--- src/design/dsp_ram.sv ---
// Generic single-port-write, registered-read memory.
module dsp_ram #(
  parameter int WIDTH = 8,
  parameter int DEPTH = 16
) (
  input  logic                     clk,
  input  logic                     we,
  input  logic [$clog2(DEPTH)-1:0] waddr,
  input  logic [WIDTH-1:0]         wdata,
  input  logic [$clog2(DEPTH)-1:0] raddr,
  output logic [WIDTH-1:0]         rdata
);

  logic [WIDTH-1:0] mem [DEPTH];

  always_ff @(posedge clk) begin
    if (we) mem[waddr] <= wdata;
    rdata <= mem[raddr];
  end

endmodule

--- config.mk ---
export PLATFORM = sky130hd
export DESIGN_NAME = dsp_ram
export DESIGN_NICKNAME = d
export VERILOG_FILES = /design/src/design/dsp_ram.sv
export SDC_FILE = /design/constraint.sdc
export NUM_CORES = 1
export LEC_CHECK = 0
export BUFFER_PORTS_ARGS = -buffer_cell sky130_fd_sc_hd__buf_2
export CORE_UTILIZATION = 50
export DETAILED_ROUTE_END_ITERATION = 16
export PLACE_DENSITY_LB_ADDON = 0.08
export SYNTH_ARGS = -nofsm -noshare
export SYNTH_HDL_FRONTEND = slang
export SYNTH_SLANG_ARGS = --single-unit
--- constraint.sdc ---
create_clock -name clk -period 1.5 [get_ports clk]
set_input_delay 0.075 -clock clk [delete_from_list [all_inputs] [get_ports clk]]
set_output_delay 0.075 -clock clk [all_outputs]
set_load 0.005 [all_outputs]
==> flow_summary.toml, run 1 <==
[clock_tree]
post_cts_resized = 0
htree_num_levels = 4
cts.sinks = 136
clock_latency_ns = 0.51
cts_buffer_depth = 2
numCtsBuffers = 17
cts_root_buffer = "clkbuf_8"
clk_pin_slew_ns = 0.06
cts_tree = "yes"
postCtsSetupBuffers = 0

[critical_path]
slowest_stage = "mux4_2"
cpLargestDelayFamily = "multiplexers"
path_cells = "mux4_2, a22oi_1, nand2_1"
crit_fanout = 1
r2r-end = "rdata[6]"
r2r_slack_ns = 0.09
cp.arrival_ns = 1.79
cp_num_buf_inv = 0
endpoint_kind = "flip-flop"
critPathRequiredTime_ns = 1.88
start_kind = "flip-flop"
critPathKind = "reg -> reg"
reg2reg_from = "mem[2][6]"
cpPeakStageDelay_ns = 0.48
reg2regPathDepth = 3

[global_routing]
grt_max_degree = 33
antenna_found_initial = 0
grt_overflow = 0
grt_pass1_wl_um = 14900
grt_usage_pct = 21.0
grt_pass1_vias = 2540

[timing]
hold_viol = 0
max_slew.worst_pin.slew_ns = 0.764
clock_skew_ns = 0.0106
setup_tns_ns = 0
hold_slack_ns = 0.134
rsz0062_at_grt = "no"
setup-violations-final = 0
slew_viol_final = 0
fin_crit_ns = 1.41
slew_headroom_pct = 48.9
setup_ws_ns = 0.0949
fmax_ghz = 0.712
finalCritPeriodShare_pct = 93.7

[min_path]
hold_path_depth = 3
min_from = "waddr[1]"
holdPathEnd = "mem[0][7]"
min_path_type = "in -> reg"

[power_and_ir_drop]
p_int_uw = 7650
p_leak_uw = 0.00219
clkPwrFrac_pct = 49.8
power_uw = 9380
vdd_drop_max_v = 0.000775
p_switching_uw = 1730
power_density_mw_per_mm2 = 1480
p_seq_share_pct = 45.6
power.share.combinational_pct = 4.6
swShare_pct = 18.4

[synthesis]
synth_area_leaders = "edfxtp_1, mux4_2, mux4_1"
ys_ff_latch = 136
synth.top_cell.area_share_pct = 74.7
synth_cells = 229
ys_warn_count = 0
syn-num-nets = 247
yosysSeqAreaShare_pct = 77.8
ys_types = 19
synth.avg_cell_area_um2 = 22.5
netlist_area_mm2 = 0.00515
synth_area_leader_cell = "edfxtp_1"

[floorplanning]
num_rows = 36
die_area_mm2 = 0.0107
start_util_pct = 52.2
core_mm2 = 0.00986
dieWidth_um = 103
die_h_um = 103
boundaryPins = 26

[drt]
first_pass_iters = 4
drtIter0Drc = 136
via_per_inst = 5.70
drc = 0
vias = 2513
postRouteAntennaNets = 0
wl_um = 10000
wl_per_cell_um = 22.7

[placement]
post_dp_cell_area_mm2 = 0.00560
dp_hpwl_um = 6110
io_buffers = 25
finalWeightedCongestion = 0.699
pre_cts_ws_ns = -0.0733

[run]
max_cap_viol_count = 0

[final_layout]
fillCellCount = 678
area_growth_pct = 23.4
antenna_cells = 0
drive_gt1_share_pct = 31.5
final_area_mm2 = 0.00635
fin_nets = 313

[status]
outcome = "finished, final reports clean"
layout make-up:
type / count / area, µm² / share of cell area [%]
Multi-Input combinational cell: 83 / 1060 / 16.7
Clock inverter: 13 / 250 / 3.94
Sequential cell: 136 / 4000 / 63.0
Tap cell: 133 / 166 / 2.62
Timing Repair Buffer: 57 / 448 / 7.05
Clock buffer: 19 / 422 / 6.64
routing by layer:
layer | vias up | share of wire (%) | global-route usage [%] | wire (µm)
li1 | 1106 | - | - | -
met1 | 1323 | 47 | 30.2 | 4700
met2 | 71 | 48 | 31.8 | 4800
met3 | 13 | 3.5 | 4.30 | 354
met4 | 0 | 1.5 | 8.67 | 151
met5 | - | 0 | 0 | 0
layout by cell type, fill, tap and decap left out, drive strengths merged:
master / instances
nor2: 13
clkinv: 4
and2b: 1
dlygate4sd3: 8
and2: 1
edfxtp: 128
nand2b: 2
bufinv: 7
dfxtp: 8
nor3: 4
mux4: 32
nor2b: 1
nand3: 1
clkinvlp: 2
clkbuf: 19
buf: 49
nand3b: 2
or3b: 1
nand2: 9
a22oi: 16
state kept, by name (all words and copies together) (netlist names):
register  cells
mem         128
rdata         8
worst max path at each step:
stage                          from   endpoint  slack (ns)  depth (start not counted)
after floorplan            waddr[2]  mem[3][0]        0.16                          2
after global placement     raddr[0]   rdata[1]       -0.07                          6
after detailed placement   raddr[0]   rdata[1]       -0.07                          6
after CTS                 mem[2][6]   rdata[6]        0.09                          3
after global routing      mem[0][6]   rdata[6]        0.08                          3
final                     mem[2][6]   rdata[6]        0.09                          3
cell usage after synthesis:
| cell | instances |
|---|---|
| nand2b_1 | 2 |
| buf_6 | 3 |
| a22oi_1 | 16 |
| mux4_2 | 18 |
| nor2_1 | 13 |
| buf_4 | 1 |
| nand3b_1 | 2 |
| and2b_1 | 1 |
| dfxtp_1 | 8 |
| or3b_2 | 1 |
| edfxtp_1 | 128 |
| and2_1 | 1 |
| buf_2 | 3 |
| clkdlybuf4s25_2 | 3 |
| mux4_1 | 14 |
| nand2_1 | 9 |
| nand3_1 | 1 |
| nor2b_1 | 1 |
| nor3_1 | 4 |
power groups by stage:
stage	registers [µW]	logic, µW	clock network [µW]
after detailed placement	4350	420	0
final	4270	432	4670
after global placement	4350	413	0
after global routing	4280	467	4890
after CTS	4280	440	4720
after floorplan	4350	216	0
tightest hold or removal path: cells and delay by family:
family	cells	cell delay (ns)
buf+inv	2	0.32
simple gates	1	0.06
cell families (layout without fill, tap and decap cells):
| kind of cell | after synthesis | after routing | share of synthesized area, % |
|---|---|---|---|
| multiplexers | 32 | 32 | 15.0 |
| AO/OA/AOI/OAI | 16 | 16 | 2.33 |
| flip-flops | 136 | 136 | 77.8 |
| buffers and inverters | 10 | 89 | 1.68 |
| AND/OR/NAND/NOR | 35 | 35 | 3.18 |
repair_timing:
action	4_1_cts	5_1_grt
hold buffers	8	0
endpoints found under the setup margin	0	0
endpoints found under the hold margin	128	0
through the flow:
| stage | util, % | std cells |
|---|---|---|
| 2_1_floorplan | - | 229 |
| 3_3_place_gp | 56.8 | 401 |
| 3_5_place_dp | 56.8 | 401 |
| 4_1_cts | 64.4 | 441 |
| 5_1_grt | 64.4 | 441 |
| 6_report | 64.4 | 441 |
No activity file was read; power rests on OpenSTA's default activity.
==> run 2, diff against run 1 <==
--- a/config.mk
+++ b/config.mk
@@ -5,7 +5,9 @@
 export SDC_FILE = /design/constraint.sdc
 export NUM_CORES = 1
 export LEC_CHECK = 0
+export ABC_AREA = 1
 export BUFFER_PORTS_ARGS = -buffer_cell sky130_fd_sc_hd__buf_2
+export CORE_MARGIN = 2
 export CORE_UTILIZATION = 50
 export DETAILED_ROUTE_END_ITERATION = 16
 export PLACE_DENSITY_LB_ADDON = 0.08
==> flow_summary.toml, run 2 <==
[status]
outcome = "finished, final reports clean"

[min_path]
hold_path_depth = 3
holdPathEnd = "rdata[6]"
min_path_type = "in -> reg"
min_from = "raddr[3]"

[placement]
finalWeightedCongestion = 0.818
dp_hpwl_um = 7870
io_buffers = 25

[synthesis]
synth.avg_cell_area_um2 = 10.5
syn-num-nets = 569
synthTopCellsByCount = "nand2_1, edfxtp_1, inv_1"
ys_ff_latch = 136
yosysSeqAreaShare_pct = 69.4
synth.most_common_cell = "nand2_1"
ys_types = 12
netlist_area_mm2 = 0.00577
synthFlopType = "edfxtp_1"
synth_area_leader_cell = "edfxtp_1"
synth_cells = 551
ys_warn_count = 0
synth_area_leaders = "edfxtp_1, nand2_1, nand3_1"
synth.top_cell.area_share_pct = 66.7
synth_edf_count = 128
async_flop_share_pct = 0

[timing]
hold_viol = 0
setup_tns_ns = 0
setup-violations-final = 0
rsz0062_at_grt = "no"
fmax_ghz = 0.983
clock_skew_ns = 0.00830
max_slew.worst_pin.slew_ns = 0.653
slew_viol_final = 0
slew_headroom_pct = 56.4
fin_crit_ns = 1.02
hold_slack_ns = 0.0420
finalCritPeriodShare_pct = 67.8

[clock_tree]
cts_buffer_depth = 2
cts.sinks = 136
cts_tree = "yes"
postCtsSetupBuffers = 0
clk_pin_slew_ns = 0.06
htree_num_levels = 4
numCtsBuffers = 17
post_cts_resized = 0
clock_latency_ns = 0.41
holdBufCountCts = 0
cts_root_buffer = "clkbuf_16"

[global_routing]
grt_pass1_wl_um = 20800
top_usage_layer = "met2"
grt_pass1_vias = 3838
grtUsageMet3_pct = 5.66
grt_overflow = 0
antenna_found_initial = 0
grt_usage_pct = 22.5
use_met2_pct = 36.5
use_met1_pct = 30.2
grt_max_degree = 65

[critical_path]
crit_fanout = 1
reg2reg_from = "mem[2][7]"
r2r-end = "rdata[7]"
critPathRequiredTime_ns = 1.80
endpoint_kind = "flip-flop"
r2r_slack_ns = 0.48
cp.arrival_ns = 1.32
critPathKind = "reg -> reg"
start_kind = "flip-flop"
reg2regPathDepth = 6

[drt]
drc = 0
wl_um = 12800
first_pass_iters = 5
vias = 3821
via_per_inst = 5.07
wl_per_cell_um = 17.0
postRouteAntennaNets = 0
drtIter0Drc = 292

[final_layout]
drive_gt1_share_pct = 13.3
area_growth_pct = 16.6
fillCellCount = 937
antenna_cells = 0
final_cell_mix = "nand2_1, edfxtp_1, inv_1, nand3_1"
largestRegisters = "mem (128), rdata (8)"
largest-register = "mem"
fin_nets = 615
layout_commonest_cell = "nand2_1"
largest_reg_flops = 128

[floorplanning]
dieWidth_um = 111
core_mm2 = 0.0113
boundaryPins = 26
num_rows = 39
die_area_mm2 = 0.0124
die_h_um = 111
start_util_pct = 50.9

[power_and_ir_drop]
vdd_drop_max_v = 0.000716
p_leak_uw = 0.00295
power_density_mw_per_mm2 = 1350
power_uw = 9070

[run]
max_cap_viol_count = 0
==> run 2: changes by cell type after synthesis, moves of 10 or more <==
cell	change
nand2_1	+164
inv_1	+100
nand3_1	+96
mux4_2	-18
a22oi_1	-16
mux4_1	-14
buf_2	+10
==> run 2: worst max-delay path by stage <==
stage | startpoint | to | slack (ns) | cells past startpoint
2_1_floorplan | waddr[2] | mem[10][0] | 0.47 | 2
3_3_place_gp | raddr[1] | rdata[0] | 0.22 | 6
3_5_place_dp | raddr[1] | rdata[0] | 0.20 | 6
4_1_cts | mem[2][7] | rdata[7] | 0.49 | 6
5_1_grt | mem[0][0] | rdata[0] | 0.39 | 6
6_report | mem[2][7] | rdata[7] | 0.48 | 6
==> run 2: logic make-up after synthesis <==
logic type	share of synthesized area, %
buf+inv	9.52
flops	69.4
simple gates	21.0
==> run 2: where the power goes <==
group	leakage [µW]	switching, µW	internal [µW]	total (µW)
sequential	0.00122	26.3	4250	4280
clock	0.000292	1520	2770	4290
combinational	0.00143	353	155	508
==> run 2: per-layer routing <==
layer  share of wire [%]  vias up
met5                   0        -
met3                 6.0       18
li1                    -     1866
met4                 1.8        0
met1                  43     1814
met2                  49      123
==> run 2: stage by stage <==
stage                     cell area, µm²  instances  setup slack, ns  utilization (%)
final                               6720        753            0.482             59.4
after global routing                6720        753            0.392             59.4
after CTS                           6720        753            0.489             59.4
after detailed placement            6110        721            0.203             54.0
after global placement              6110        721            0.221             54.0
after floorplan                     5770        551            0.474                -
==> run 2: final cells by class <==
| type | count | area [µm²] | area share [%] |
|---|---|---|---|
| Clock inverter | 13 | 179 | 2.66 |
| Inverter | 102 | 383 | 5.69 |
| Tap cell | 143 | 179 | 2.66 |
| Sequential cell | 136 | 4000 | 59.5 |
| Multi-Input combinational cell | 289 | 1210 | 18.0 |
| Timing Repair Buffer | 51 | 333 | 4.95 |
| Clock buffer | 19 | 433 | 6.44 |
==> run 2: worst max-delay path, stage by stage, from the launching register on <==
cell	delay [ns]
edfxtp_1	0.36
inv_1	0.06
nand2_1	0.05
nand3_1	0.10
nand3_1	0.14
nand3_1	0.13
nand2_1	0.06
